## src/cmdkw_pkg.sv

```systemverilog
// Shared types and constants for the command keyword parser.
package cmdkw_pkg;

  // Parser modes
  typedef enum logic [2:0] {
    MODE_IDLE   = 3'd0,
    MODE_UPTIME = 3'd1,
    MODE_LOAD   = 3'd2,
    MODE_DIGIT  = 3'd3,
    MODE_EXIT   = 3'd4
  } mode_t;

  // Characters recognised by the parser
  localparam logic [7:0] CH_U     = 8'h75;
  localparam logic [7:0] CH_L     = 8'h6C;
  localparam logic [7:0] CH_E     = 8'h65;
  localparam logic [7:0] CH_P     = 8'h70;
  localparam logic [7:0] CH_T     = 8'h74;
  localparam logic [7:0] CH_I     = 8'h69;
  localparam logic [7:0] CH_M     = 8'h6D;
  localparam logic [7:0] CH_O     = 8'h6F;
  localparam logic [7:0] CH_A     = 8'h61;
  localparam logic [7:0] CH_D     = 8'h64;
  localparam logic [7:0] CH_X     = 8'h78;
  localparam logic [7:0] CH_SPACE = 8'h20;
  localparam logic [7:0] CH_ZERO  = 8'h30;
  localparam logic [7:0] CH_NINE  = 8'h39;

  localparam logic [30:0] SUM_MAX = 31'h7FFF_FFFF;

  // Configuration port
  localparam int unsigned     PADDR_W            = 3;
  localparam logic            REG_STRIKE_LIMIT   = 1'b0;  // register select, paddr[2]
  localparam logic [2:0]      STRIKE_LIMIT_RESET = 3'd2;

  // Reply queue
  localparam int unsigned QUEUE_DEPTH = 4;
  localparam int unsigned PTR_W       = 2;
  localparam int unsigned CNT_W       = 3;
  localparam logic [CNT_W-1:0] PUSH_ROOM = CNT_W'(QUEUE_DEPTH - 2);

  typedef struct packed {
    logic signed [31:0] reply_code;
    logic               close_session;
    logic               last_reply;
  } result_t;

  // Results produced by one accepted byte
  typedef struct packed {
    logic [1:0] count;
    result_t    res0;
    result_t    res1;
  } push_t;

endpackage

```

## src/cmdkw_rx_if.sv

```systemverilog
// Input byte channel.
interface cmdkw_rx_if;
  logic        valid;
  logic        ready;
  logic [7:0]  rx_byte;
  logic [30:0] uptime_seconds;
  logic [15:0] connection_count;

  modport source (output valid, output rx_byte, output uptime_seconds,
                  output connection_count, input ready);
  modport sink   (input valid, input rx_byte, input uptime_seconds,
                  input connection_count, output ready);
endinterface

```

## src/cmdkw_reply_if.sv

```systemverilog
// Reply channel.
interface cmdkw_reply_if;
  logic               valid;
  logic               ready;
  logic signed [31:0] reply_code;
  logic               close_session;
  logic               last_reply;

  modport source (output valid, output reply_code, output close_session,
                  output last_reply, input ready);
  modport sink   (input valid, input reply_code, input close_session,
                  input last_reply, output ready);
endinterface

```

## src/cmdkw_regs.sv

```systemverilog
// APB configuration register: strike limit.
module cmdkw_regs
  import cmdkw_pkg::*;
(
  input  logic               clk,
  input  logic               rst,
  input  logic               psel,
  input  logic               penable,
  input  logic               pwrite,
  input  logic [PADDR_W-1:0] paddr,
  input  logic [31:0]        pwdata,
  output logic [31:0]        prdata,
  output logic               pready,
  output logic [2:0]         strike_limit
);

  logic wr_en;

  assign pready = 1'b1;
  assign wr_en  = psel && penable && pwrite && (paddr[2] == REG_STRIKE_LIMIT);

  always_ff @(posedge clk) begin
    if (rst) begin
      strike_limit <= STRIKE_LIMIT_RESET;
    end else if (wr_en) begin
      strike_limit <= pwdata[2:0];
    end
  end

  assign prdata = (paddr[2] == REG_STRIKE_LIMIT) ? {29'd0, strike_limit} : 32'd0;

endmodule

```

## src/cmdkw_parser.sv

```systemverilog
// Byte parser: mode, match position, digit sum, strikes and session state.
module cmdkw_parser
  import cmdkw_pkg::*;
(
  input  logic        clk,
  input  logic        rst,
  input  logic        accept,
  input  logic [7:0]  rx_byte,
  input  logic [30:0] uptime_seconds,
  input  logic [15:0] connection_count,
  input  logic [2:0]  strike_limit,
  output push_t       push
);

  typedef struct packed {
    logic       closing;
    logic [2:0] count;
  } strike_t;

  mode_t       mode, mode_next;
  logic [2:0]  pos, pos_next;
  logic [30:0] total, total_next;
  logic [2:0]  strikes, strikes_next;
  logic        closed, closed_next;

  logic        good, good_close, broken, run_idle, is_digit;
  logic [31:0] good_code;
  logic [1:0]  n;
  strike_t     s0, s1;
  result_t     r0, r1;

  function automatic strike_t do_strike(input logic [2:0] cnt, input logic [2:0] lim);
    logic [3:0] nxt;
    strike_t    res;
    nxt         = {1'b0, cnt} + 4'd1;
    res.closing = nxt > {1'b0, lim};
    res.count   = nxt[3] ? 3'd7 : nxt[2:0];
    return res;
  endfunction

  function automatic logic [30:0] sat_add(input logic [30:0] base, input logic [7:0] c);
    logic [31:0] sum;
    sum = {1'b0, base} + {28'd0, c[3:0]};
    return sum[31] ? SUM_MAX : sum[30:0];
  endfunction

  assign is_digit = (rx_byte >= CH_ZERO) && (rx_byte <= CH_NINE);

  always_comb begin
    mode_next    = mode;
    pos_next     = pos;
    total_next   = total;
    strikes_next = strikes;
    closed_next  = closed;
    good         = 1'b0;
    good_close   = 1'b0;
    good_code    = 32'd0;
    broken       = 1'b0;
    run_idle     = 1'b0;
    n            = 2'd0;
    s0           = '0;
    s1           = '0;
    r0           = '0;
    r1           = '0;

    if (!closed) begin
      unique case (mode)
        MODE_UPTIME: begin
          if (rx_byte == CH_P && pos == 3'd1) pos_next = 3'd2;
          else if (rx_byte == CH_T && pos == 3'd2) pos_next = 3'd3;
          else if (rx_byte == CH_I && pos == 3'd3) pos_next = 3'd4;
          else if (rx_byte == CH_M && pos == 3'd4) pos_next = 3'd5;
          else if (rx_byte == CH_E && pos == 3'd5) begin
            good      = 1'b1;
            good_code = {1'b0, uptime_seconds};
          end else broken = 1'b1;
        end
        MODE_LOAD: begin
          if (rx_byte == CH_O && pos == 3'd1) pos_next = 3'd2;
          else if (rx_byte == CH_A && pos == 3'd2) pos_next = 3'd3;
          else if (rx_byte == CH_D && pos == 3'd3) begin
            good      = 1'b1;
            good_code = {16'd0, connection_count};
          end else broken = 1'b1;
        end
        MODE_EXIT: begin
          if (rx_byte == CH_X && pos == 3'd1) pos_next = 3'd2;
          else if (rx_byte == CH_I && pos == 3'd2) pos_next = 3'd3;
          else if (rx_byte == CH_T && pos == 3'd3) begin
            good       = 1'b1;
            good_close = 1'b1;
          end else broken = 1'b1;
        end
        MODE_DIGIT: begin
          if (is_digit) begin
            total_next = sat_add(total, rx_byte);
          end else if (rx_byte == CH_SPACE) begin
            good       = 1'b1;
            good_code  = {1'b0, total};
            total_next = 31'd0;
          end else begin
            total_next = 31'd0;
            broken     = 1'b1;
          end
        end
        default: begin
          run_idle = 1'b1;
        end
      endcase

      if (good) begin
        strikes_next     = 3'd0;
        mode_next        = MODE_IDLE;
        pos_next         = 3'd0;
        closed_next      = good_close;
        r0.reply_code    = good_code;
        r0.close_session = good_close;
        n                = 2'd1;
      end

      // Broken word: strike, then re-parse the same byte from idle unless closing
      if (broken) begin
        mode_next        = MODE_IDLE;
        pos_next         = 3'd0;
        s0               = do_strike(strikes, strike_limit);
        strikes_next     = s0.count;
        r0.reply_code    = '1;
        r0.close_session = s0.closing;
        n                = 2'd1;
        if (s0.closing) closed_next = 1'b1;
        else run_idle = 1'b1;
      end

      if (run_idle) begin
        mode_next = MODE_IDLE;
        pos_next  = 3'd0;
        if (rx_byte == CH_U) begin
          mode_next = MODE_UPTIME;
          pos_next  = 3'd1;
        end else if (rx_byte == CH_L) begin
          mode_next = MODE_LOAD;
          pos_next  = 3'd1;
        end else if (rx_byte == CH_E) begin
          mode_next = MODE_EXIT;
          pos_next  = 3'd1;
        end else if (is_digit) begin
          mode_next  = MODE_DIGIT;
          total_next = sat_add(total_next, rx_byte);
        end else begin
          s1           = do_strike(strikes_next, strike_limit);
          strikes_next = s1.count;
          if (s1.closing) closed_next = 1'b1;
          if (n == 2'd0) begin
            r0.reply_code    = '1;
            r0.close_session = s1.closing;
          end else begin
            r1.reply_code    = '1;
            r1.close_session = s1.closing;
          end
          n = n + 2'd1;
        end
      end
    end

    r0.last_reply = (n == 2'd1);
    r1.last_reply = 1'b1;
  end

  assign push.count = accept ? n : 2'd0;
  assign push.res0  = r0;
  assign push.res1  = r1;

  always_ff @(posedge clk) begin
    if (rst) begin
      mode    <= MODE_IDLE;
      pos     <= 3'd0;
      total   <= 31'd0;
      strikes <= 3'd0;
      closed  <= 1'b0;
    end else if (accept) begin
      mode    <= mode_next;
      pos     <= pos_next;
      total   <= total_next;
      strikes <= strikes_next;
      closed  <= closed_next;
    end
  end

  // Once closed, the session stays closed until reset
  a_closed_sticky: assert property (@(posedge clk) disable iff (rst)
    closed |=> closed)
    else $error("session reopened without reset");

  a_closed_silent: assert property (@(posedge clk) disable iff (rst)
    (accept && closed) |-> (push.count == 2'd0))
    else $error("result produced after session close");

  // A second reply only follows a non-closing strike
  a_two_replies: assert property (@(posedge clk) disable iff (rst)
    (push.count == 2'd2) |->
      (push.res0.reply_code == -32'sd1 && !push.res0.close_session && !push.res0.last_reply))
    else $error("bad first reply of a pair");

endmodule

```

## src/cmdkw_reply_queue.sv

```systemverilog
// Reply queue: up to two results in per push, one out per ready cycle.
module cmdkw_reply_queue
  import cmdkw_pkg::*;
(
  input  logic                  clk,
  input  logic                  rst,
  input  push_t                 push,
  output logic                  has_room,
  cmdkw_reply_if.source         reply
);

  result_t          mem [QUEUE_DEPTH];
  logic [PTR_W-1:0] wr_ptr, rd_ptr;
  logic [CNT_W-1:0] count, count_next;
  logic             pop;
  result_t          head;

  assign has_room = count <= PUSH_ROOM;
  assign pop      = reply.valid && reply.ready;

  assign count_next = count + CNT_W'(push.count) - CNT_W'(pop);

  always_ff @(posedge clk) begin
    if (rst) begin
      wr_ptr <= '0;
      rd_ptr <= '0;
      count  <= '0;
    end else begin
      wr_ptr <= wr_ptr + PTR_W'(push.count);
      rd_ptr <= rd_ptr + PTR_W'(pop);
      count  <= count_next;
    end
  end

  always_ff @(posedge clk) begin
    if (push.count != 2'd0) mem[wr_ptr] <= push.res0;
    if (push.count == 2'd2) mem[wr_ptr + PTR_W'(1)] <= push.res1;
  end

  assign head                = mem[rd_ptr];
  assign reply.valid         = count != '0;
  assign reply.reply_code    = head.reply_code;
  assign reply.close_session = head.close_session;
  assign reply.last_reply    = head.last_reply;

  a_no_overflow: assert property (@(posedge clk) disable iff (rst)
    count <= CNT_W'(QUEUE_DEPTH))
    else $error("reply queue overflow");

  a_push_room: assert property (@(posedge clk) disable iff (rst)
    (push.count != 2'd0) |-> (count <= PUSH_ROOM))
    else $error("push without room");

endmodule

```

## src/command_keyword_parser_core.sv

```systemverilog
// Command keyword parser: top level.
// Replies are registered in the reply queue and offered in order from its head; bytes
// are taken one per cycle while the queue has room. Two replies of one byte leave singly
// from the single-read reply queue (four entries, input held when fewer than two free).
// Reset (rst, synchronous): parser idle, strikes cleared, session open,
// strike limit 2, reply queue empty.
module command_keyword_parser_core
  import cmdkw_pkg::*;
(
  input  logic               clk,
  input  logic               rst,
  input  logic               psel,
  input  logic               penable,
  input  logic               pwrite,
  input  logic [PADDR_W-1:0] paddr,
  input  logic [31:0]        pwdata,
  output logic [31:0]        prdata,
  output logic               pready,
  cmdkw_rx_if.sink           rx,
  cmdkw_reply_if.source      reply
);

  logic [2:0] strike_limit;
  logic       has_room;
  logic       accept;
  push_t      push;

  assign rx.ready = has_room;
  assign accept   = rx.valid && has_room;

  cmdkw_regs u_regs (
    .clk          (clk),
    .rst          (rst),
    .psel         (psel),
    .penable      (penable),
    .pwrite       (pwrite),
    .paddr        (paddr),
    .pwdata       (pwdata),
    .prdata       (prdata),
    .pready       (pready),
    .strike_limit (strike_limit)
  );

  cmdkw_parser u_parser (
    .clk              (clk),
    .rst              (rst),
    .accept           (accept),
    .rx_byte          (rx.rx_byte),
    .uptime_seconds   (rx.uptime_seconds),
    .connection_count (rx.connection_count),
    .strike_limit     (strike_limit),
    .push             (push)
  );

  cmdkw_reply_queue u_queue (
    .clk      (clk),
    .rst      (rst),
    .push     (push),
    .has_room (has_room),
    .reply    (reply)
  );

endmodule

```

## src/flat_wrapper.sv

```systemverilog
// flat-port wrapper written by rule: the top's interface ports become plain ports
module command_keyword_parser_core_flat import cmdkw_pkg::*;
  (clk, rst, psel, penable, pwrite, paddr, pwdata, prdata, pready, rx_valid, rx_rx_byte, rx_uptime_seconds, rx_connection_count, rx_ready, reply_valid, reply_reply_code, reply_close_session, reply_last_reply, reply_ready);
  cmdkw_rx_if rx_i ();
  cmdkw_reply_if reply_i ();
  input  logic clk;
  input  logic rst;
  input  logic psel;
  input  logic penable;
  input  logic pwrite;
  input  logic [PADDR_W-1:0] paddr;
  input  logic [31:0] pwdata;
  output logic [31:0] prdata;
  output logic pready;
  input wire logic [$bits(rx_i.valid)-1:0] rx_valid;
  input wire logic [$bits(rx_i.rx_byte)-1:0] rx_rx_byte;
  input wire logic [$bits(rx_i.uptime_seconds)-1:0] rx_uptime_seconds;
  input wire logic [$bits(rx_i.connection_count)-1:0] rx_connection_count;
  output wire logic [$bits(rx_i.ready)-1:0] rx_ready;
  output wire logic [$bits(reply_i.valid)-1:0] reply_valid;
  output wire logic [$bits(reply_i.reply_code)-1:0] reply_reply_code;
  output wire logic [$bits(reply_i.close_session)-1:0] reply_close_session;
  output wire logic [$bits(reply_i.last_reply)-1:0] reply_last_reply;
  input wire logic [$bits(reply_i.ready)-1:0] reply_ready;
  assign rx_i.valid = rx_valid;
  assign rx_i.rx_byte = rx_rx_byte;
  assign rx_i.uptime_seconds = rx_uptime_seconds;
  assign rx_i.connection_count = rx_connection_count;
  assign rx_ready = rx_i.ready;
  assign reply_valid = reply_i.valid;
  assign reply_reply_code = reply_i.reply_code;
  assign reply_close_session = reply_i.close_session;
  assign reply_last_reply = reply_i.last_reply;
  assign reply_i.ready = reply_ready;
  command_keyword_parser_core u_core (.clk(clk), .rst(rst), .psel(psel), .penable(penable), .pwrite(pwrite), .paddr(paddr), .pwdata(pwdata), .prdata(prdata), .pready(pready), .rx(rx_i), .reply(reply_i));
endmodule
```

## config.mk

```make
export PLATFORM = sky130hd
export DESIGN_NAME = command_keyword_parser_core_flat
export DESIGN_NICKNAME = d
export VERILOG_FILES = /design/src/cmdkw_pkg.sv /design/src/cmdkw_rx_if.sv /design/src/cmdkw_reply_if.sv /design/src/cmdkw_regs.sv /design/src/cmdkw_parser.sv /design/src/cmdkw_reply_queue.sv /design/src/command_keyword_parser_core.sv /design/src/flat_wrapper.sv
export SDC_FILE = /design/constraint.sdc
export NUM_CORES = 1
export LEC_CHECK = 0
export BUFFER_PORTS_ARGS = -buffer_cell sky130_fd_sc_hd__buf_2
export CAP_MARGIN = 5
export CORE_MARGIN = 2
export CORE_UTILIZATION = 35
export DETAILED_ROUTE_END_ITERATION = 8
export HOLD_SLACK_MARGIN = 0.12
export PLACE_DENSITY_LB_ADDON = 0.15
export SETUP_SLACK_MARGIN = 0.2
export SYNTH_ARGS = -nofsm -noshare
export SYNTH_HDL_FRONTEND = slang
export SYNTH_SLANG_ARGS = --single-unit
export TNS_END_PERCENT = 50
```

## constraint.sdc

```tcl
create_clock -name clk -period 5.6 [get_ports clk]
set_input_delay 0.84 -clock clk [delete_from_list [all_inputs] [get_ports clk]]
set_output_delay 0.84 -clock clk [all_outputs]
set_load 0.05 [all_outputs]
```

==> results.cfg, run 1 <==
[hold_path]
min_path_cells = 1
min_path_type = reg -> reg
hold_end = u_core.u_regs.strike_limit[1]
hold_start = u_core.u_regs.strike_limit[1]

[drt]
drt_pre_antenna_iters = 9
drt_iter0_markers = 925
num_vias = 10600
viasPerCell = 5.94
wirelength_um = 39700
antenna_left = 0
drc = 0
wl_per_cell_um = 22.3

[sta]
finalMaxSlewViolations = 0
fin_crit_sh_pct = 89.2
finalSetupViolations = 0
hold_ws_ns = 0.472
tns_ns = 0
timing.fmax_ghz = 0.200
slew_headroom_pct = 35.4
skew_ns = 0.0169
hold_violations = 0
period_needed_ns = 5.00
worstMarginPinSlew_ns = 0.969
rsz0062_at_grt = no

[grt]
grt_max_degree = 36
grtUsageTotal_pct = 22.1
first_global_vias = 10200
grt_pass1_wl_um = 60700
grt-ovfl-total = 0
antenna_found_initial = 3

[setup_path]
worstPathCellList = nand4_4, nor4_1, nand2_1, nor2_1, o21ai_0, o21ai_0, ha_1, inv_1, fa_1, nor2b_1, o21a_1, o21ai_0, a21o_1, or2_1, or4_1, or3_1, a32o_1
worstSetupEndpointType = flip-flop
critPathSlowestCell = nor4_1
rrSetupSlack_ns = 0.60
timing.rr.start = u_core.u_parser.total[12]
r2r-end = u_core.u_parser.total[12]
crit_type = reg -> reg
cp.buffers_inverters = 1
required_ns = 5.93
arrival_ns = 5.32
startpoint = u_core.u_parser.total[12]
cp_top_family = simple AND/OR/NAND/NOR gates
reg2reg_depth = 17
worst_setup_path_start_kind = flip-flop
slowest_delay_ns = 0.58
cp_max_fo = 10
crit_top_cell = o21ai_0

[synth]
async_reset_ff_share_pct = 0
synth_seq_cells = 187
yosysWarnings = 0
synth_cell_type_count = 95
synth_flop_cell = edfxtp_1
synthCells = 1235
synth_area_um2 = 11900
synth_seq_area_share_pct = 42.6
synth_area_per_cell_um2 = 9.63
synth-edff-count = 132

[final_layout]
fill_cells = 3328
layout_common_cells = 160 x o21ai_0, 132 x edfxtp_1, 112 x nor2_1, 104 x buf_2, 81 x nand2_1
layout_commonest_cell = o21ai_0
drive_above_1_share_pct = 20.0
area_growth_pct = 13.7
layout.nets = 1440

[placed_design]
io_buffers = 104
dp_hpwl_um = 27300
gp_congestion = 0.903

[die]
row_count = 67
die-area_um2 = 35500
coreArea_um2 = 33500
num_io_pins = 166
die_x_um = 188
die_h_um = 188
start_util_pct = 35.5

[run]
maxCapViolCount = 0

[clocking]
cts.sinks = 187
cts_setup_buffers = 0
cts_resized = 0
htree_levels = 4
cts_buffer_depth = 2
cts_tree = built
cts_buffers = 17
clk_pin_slew_ns = 0.08
worstSkewPairLatency_ns = 0.43
root_buffer = clkbuf_16
hold_buffers = 0

[status]
status = complete, no violations

[pwr]
leakagePower_nw = 4.80
vdd_drop_max_mv = 0.313
power_density_nw_per_um2 = 405
-- cell usage after synthesis, drive strengths merged (7+ instances only) --
cell type | count | area share [%]
o22ai | 10 | 0.53
buf | 45 | 2.5
inv | 25 | 0.79
a211oi | 14 | 0.88
nor2 | 115 | 3.6
o21ai | 166 | 7.0
nand4 | 27 | 1.6
a21o | 9 | 0.57
ha | 22 | 2.3
dfxtp | 55 | 9.3
or4 | 15 | 1.0
a222oi | 16 | 1.3
and3 | 9 | 0.47
edfxtp | 132 | 33
xor2 | 8 | 0.59
o211ai | 11 | 0.69
clkbuf | 84 | 2.7
or3 | 12 | 0.67
a31oi | 11 | 0.58
nor3 | 35 | 1.7
o21a | 11 | 0.69
nor4bb | 7 | 0.59
nor2b | 16 | 0.84
xnor2 | 11 | 0.81
mux4 | 34 | 6.4
nand3 | 39 | 1.7
a22o | 17 | 1.3
nor4 | 21 | 1.2
a21oi | 51 | 2.1
nand2 | 82 | 2.6
nor4b | 7 | 0.57
-- worst max path at each step --
| stage | to | slack (ns) | cells past startpoint |
|---|---|---|---|
| CTS | u_core.u_parser.total[12] | 0.72 | 17 |
| global route | u_core.u_parser.total[30] | 0.23 | 18 |
| global placement | u_core.u_parser.total[12] | 0.43 | 19 |
| finish | u_core.u_parser.total[12] | 0.60 | 17 |
| floorplan | u_core.u_queue.mem[2][10] | 0.37 | 15 |
| detailed placement | u_core.u_parser.total[12] | 0.41 | 19 |
-- registers in the layout, summed over array words and instances (netlist names), 3 cells and up --
register and count:
u_core.u_regs.strike_limit 3, u_core.u_queue.count 3, u_core.u_parser.total 31, u_core.u_parser.strikes 3, u_core.u_parser.pos 3, u_core.u_parser.mode 3
u_core.u_queue.mem 136
-- layer usage --
metal / part of all wire (%) / GRT usage (%) / routed length [µm]
met1: 43 / 29.3 / 17100
met2: 48 / 37.4 / 19200
met3: 6.1 / 2.78 / 2400
met4: 2.5 / 7.54 / 1010
met5: 0 / 0 / 0
-- kinds of logic after synthesis --
logic type / share of synthesized area, %
multiplexers: 6.98
AND/OR/NAND/NOR: 19.5
XOR/XNOR: 1.40
other: 0.0631
adder cells (fa/ha/maj): 2.82
AO/OA/AOI/OAI: 20.7
buffers and inverters: 5.98
flip-flops: 42.6
-- final cells by class --
cell class              count  area [µm²]  share of cell area (%)
diodes                      3        7.51                  0.0555
clock buffers              17         425                    3.15
clock inverters            12         141                    1.05
inverters                  25        93.8                   0.694
multi-input cells         922        6240                    46.2
flip-flops and latches    187        5070                    37.5
well taps                 448         561                    4.15
repair buffers            165         978                    7.24
-- per-stage QoR --
step | instance area (µm²) | setup WS [ns] | instances | total power [W] | utilization (%)
3_3_place_gp | 12900 | 0.426 | 1747 | 0.00429 | 38.6
6_report | 13500 | 0.602 | 1779 | 0.00547 | 40.3
5_1_grt | 13500 | 0.233 | 1779 | 0.00574 | 40.3
2_1_floorplan | 12000 | 0.365 | 1263 | 0.00367 | -
3_5_place_dp | 12900 | 0.408 | 1747 | 0.00430 | 38.6
4_1_cts | 13500 | 0.718 | 1776 | 0.00550 | 40.3
-- power by group --
group          internal, W  switching [W]  leakage, nW
clock network     0.000658       0.000547        0.266
logic             0.000701        0.00159         2.83
registers          0.00179       0.000179         1.70
total              0.00315        0.00232         4.80
Note: power is estimated with default switching activity, not from simulation.
==> run 2: changes to the inputs <==
--- a/config.mk
+++ b/config.mk
@@ -11,7 +11,8 @@
 export CORE_UTILIZATION = 35
 export DETAILED_ROUTE_END_ITERATION = 8
 export HOLD_SLACK_MARGIN = 0.12
-export PLACE_DENSITY_LB_ADDON = 0.15
+export MAX_ROUTING_LAYER = met4
+export PLACE_DENSITY = 0.52
 export SETUP_SLACK_MARGIN = 0.2
 export SYNTH_ARGS = -nofsm -noshare
 export SYNTH_HDL_FRONTEND = slang
==> run 2 against run 1 <==
Flip-flop and latch count did not move. Wire length fell by 0.95%. Via count is 0.20% lower. Non-clock buffer count down 2. Critical endpoint unchanged. Largest cell class unchanged.
==> results.cfg, run 2 (synthesis gave the netlist of run 1 again) <==
[sta]
slew_headroom_pct = 42.6
timing.fmax_ghz = 0.200
hold_ws_ns = 0.478
period_needed_ns = 4.99
rsz0062_at_grt = no
hold_violations = 0
skew_ns = 0.0155
fin_crit_sh_pct = 89.1
finalMaxSlewViolations = 0
finalSetupViolations = 0
tns_ns = 0
worstMarginPinSlew_ns = 0.861

[run]
maxCapViolCount = 0

[setup_path]
required_ns = 5.93
cp_max_fo = 10
cp.buffers_inverters = 1
crit_top_cell = o21ai_0
arrival_ns = 5.31
worstSetupEndpointType = flip-flop
worst_setup_path_start_kind = flip-flop
slowest_delay_ns = 0.55
crit_type = reg -> reg
cp_top_family = simple AND/OR/NAND/NOR gates
critPathSlowestCell = dfxtp_1
worstPathCellList = nand3_2, or2_2, or4_4, nor2_1, o21ai_0, o21ai_0, ha_1, inv_1, fa_1, nor2b_1, o21a_1, o21ai_0, a21o_1, or2_1, or4_1, or3_1, a32o_1

[pwr]
vdd_drop_max_mv = 0.280
netSwitchingPower_w = 0.00240
power_density_nw_per_um2 = 406
p_comb_share_pct = 41.7
p_sw_share_pct = 43.6
p_int_w = 0.00311
clockPowerShare_pct = 22.6
leakagePower_nw = 4.82
power_frac_seq_pct = 35.8

[placed_design]
io_buffers = 104
gp_congestion = 0.932
dp_hpwl_um = 27300

[drt]
drt_pre_antenna_iters = 8
viasPerCell = 5.93
wirelength_um = 39300
drt_iter0_markers = 1099
antenna_left = 0
wl_per_cell_um = 22.1
drc = 0
num_vias = 10500

[die]
num_io_pins = 166
die_h_um = 188
coreArea_um2 = 33500
die-area_um2 = 35500
row_count = 67
die_x_um = 188
start_util_pct = 35.5

[clocking]
cts_buffer_depth = 2
root_buffer = clkbuf_16
clk_pin_slew_ns = 0.08
cts_setup_buffers = 0
worstSkewPairLatency_ns = 0.44
htree_levels = 4
cts_tree = built
cts.sinks = 187
cts_buffers = 17

[grt]
grt_max_degree = 36
antenna_found_initial = 0
grt-ovfl-total = 0
grt_pass1_wl_um = 61000
first_global_vias = 10200
grtUsageTotal_pct = 22.8

[final_layout]
area_growth_pct = 14.1
largestRegisters = u_core.u_queue.mem x136, u_core.u_parser.total x31
layout.nets = 1438
largest_reg_flops = 136
num_antenna_cells = 0
layout_common_cells = 160 x o21ai_0, 132 x edfxtp_1, 112 x nor2_1, 104 x buf_2, 81 x nand2_1
regMostFlops = u_core.u_queue.mem
drive_above_1_share_pct = 19.9
layout_commonest_cell = o21ai_0

[status]
status = complete, no violations

[hold_path]
min_path_type = reg -> reg
## run 2: power groups by stage
stage	clock network, W	registers, W	logic [W]
after detailed placement	0	0.00200	0.00230
after global placement	0	0.00199	0.00228
after floorplan	0	0.00190	0.00177
final	0.00124	0.00197	0.00230
after CTS	0.00126	0.00197	0.00231
after global routing	0.00131	0.00200	0.00248
## run 2: worst reg2reg max path, stage by stage, from the launching register on
cell,delay [ns]
dfxtp_1,0.55
nand3_2,0.22
or2_2,0.33
or4_4,0.48
nor2_1,0.24
o21ai_0,0.11
o21ai_0,0.23
ha_1,0.22
inv_1,0.06
fa_1,0.41
nor2b_1,0.13
o21a_1,0.11
o21ai_0,0.18
a21o_1,0.29
or2_1,0.33
or4_1,0.44
or3_1,0.33
a32o_1,0.26
## run 2: layout make-up
| type | count | area, µm² |
|---|---|---|
| inverters | 25 | 93.8 |
| flip-flops and latches | 187 | 5070 |
| clock buffers | 18 | 429 |
| well taps | 448 | 561 |
| clock inverters | 14 | 170 |
| repair buffers | 163 | 1000 |
| fillers | 3354 | 20000 |
| multi-input cells | 922 | 6250 |
## run 2: repair_timing
action | 4_1_cts | 5_1_grt
gates resized for setup | 0 | 1
hold buffers | 0 | 0
hold endpoints to repair | 0 | 0
setup endpoints to repair | 0 | 1
## run 2: layer usage
layer | wire, µm | GRT usage [%]
met5 | 0 | -
met4 | 701 | 5.89
met3 | 2510 | 3.37
met2 | 18800 | 36.6
met1 | 17300 | 30.4
## run 2: worst paths after layout
| check | startpoint | slack [ns] | depth (start not counted) | to |
|---|---|---|---|---|
| setup / recovery | u_core.u_parser.total[18] | 0.61 | 17 | u_core.u_parser.total[12] |
| hold / removal | u_core.u_regs.strike_limit[1] | 0.48 | 1 | u_core.u_regs.strike_limit[1] |
| setup reg to reg | u_core.u_parser.total[18] | 0.61 | 17 | u_core.u_parser.total[12] |
| hold reg to reg | u_core.u_regs.strike_limit[1] | 0.48 | 1 | u_core.u_regs.strike_limit[1] |
## run 2: metrics by stage
| step | power [W] | area (µm²) | setup WS [ns] | cells | util (%) |
|---|---|---|---|---|---|
| final | 0.00551 | 13600 | 0.612 | 1777 | 40.5 |
| after global routing | 0.00579 | 13600 | 0.309 | 1777 | 40.5 |
| after CTS | 0.00554 | 13600 | 0.689 | 1777 | 40.4 |
| after detailed placement | 0.00430 | 13000 | 0.369 | 1745 | 38.7 |
| after global placement | 0.00428 | 13000 | 0.390 | 1745 | 38.7 |
| after floorplan | 0.00367 | 12000 | 0.365 | 1263 | - |
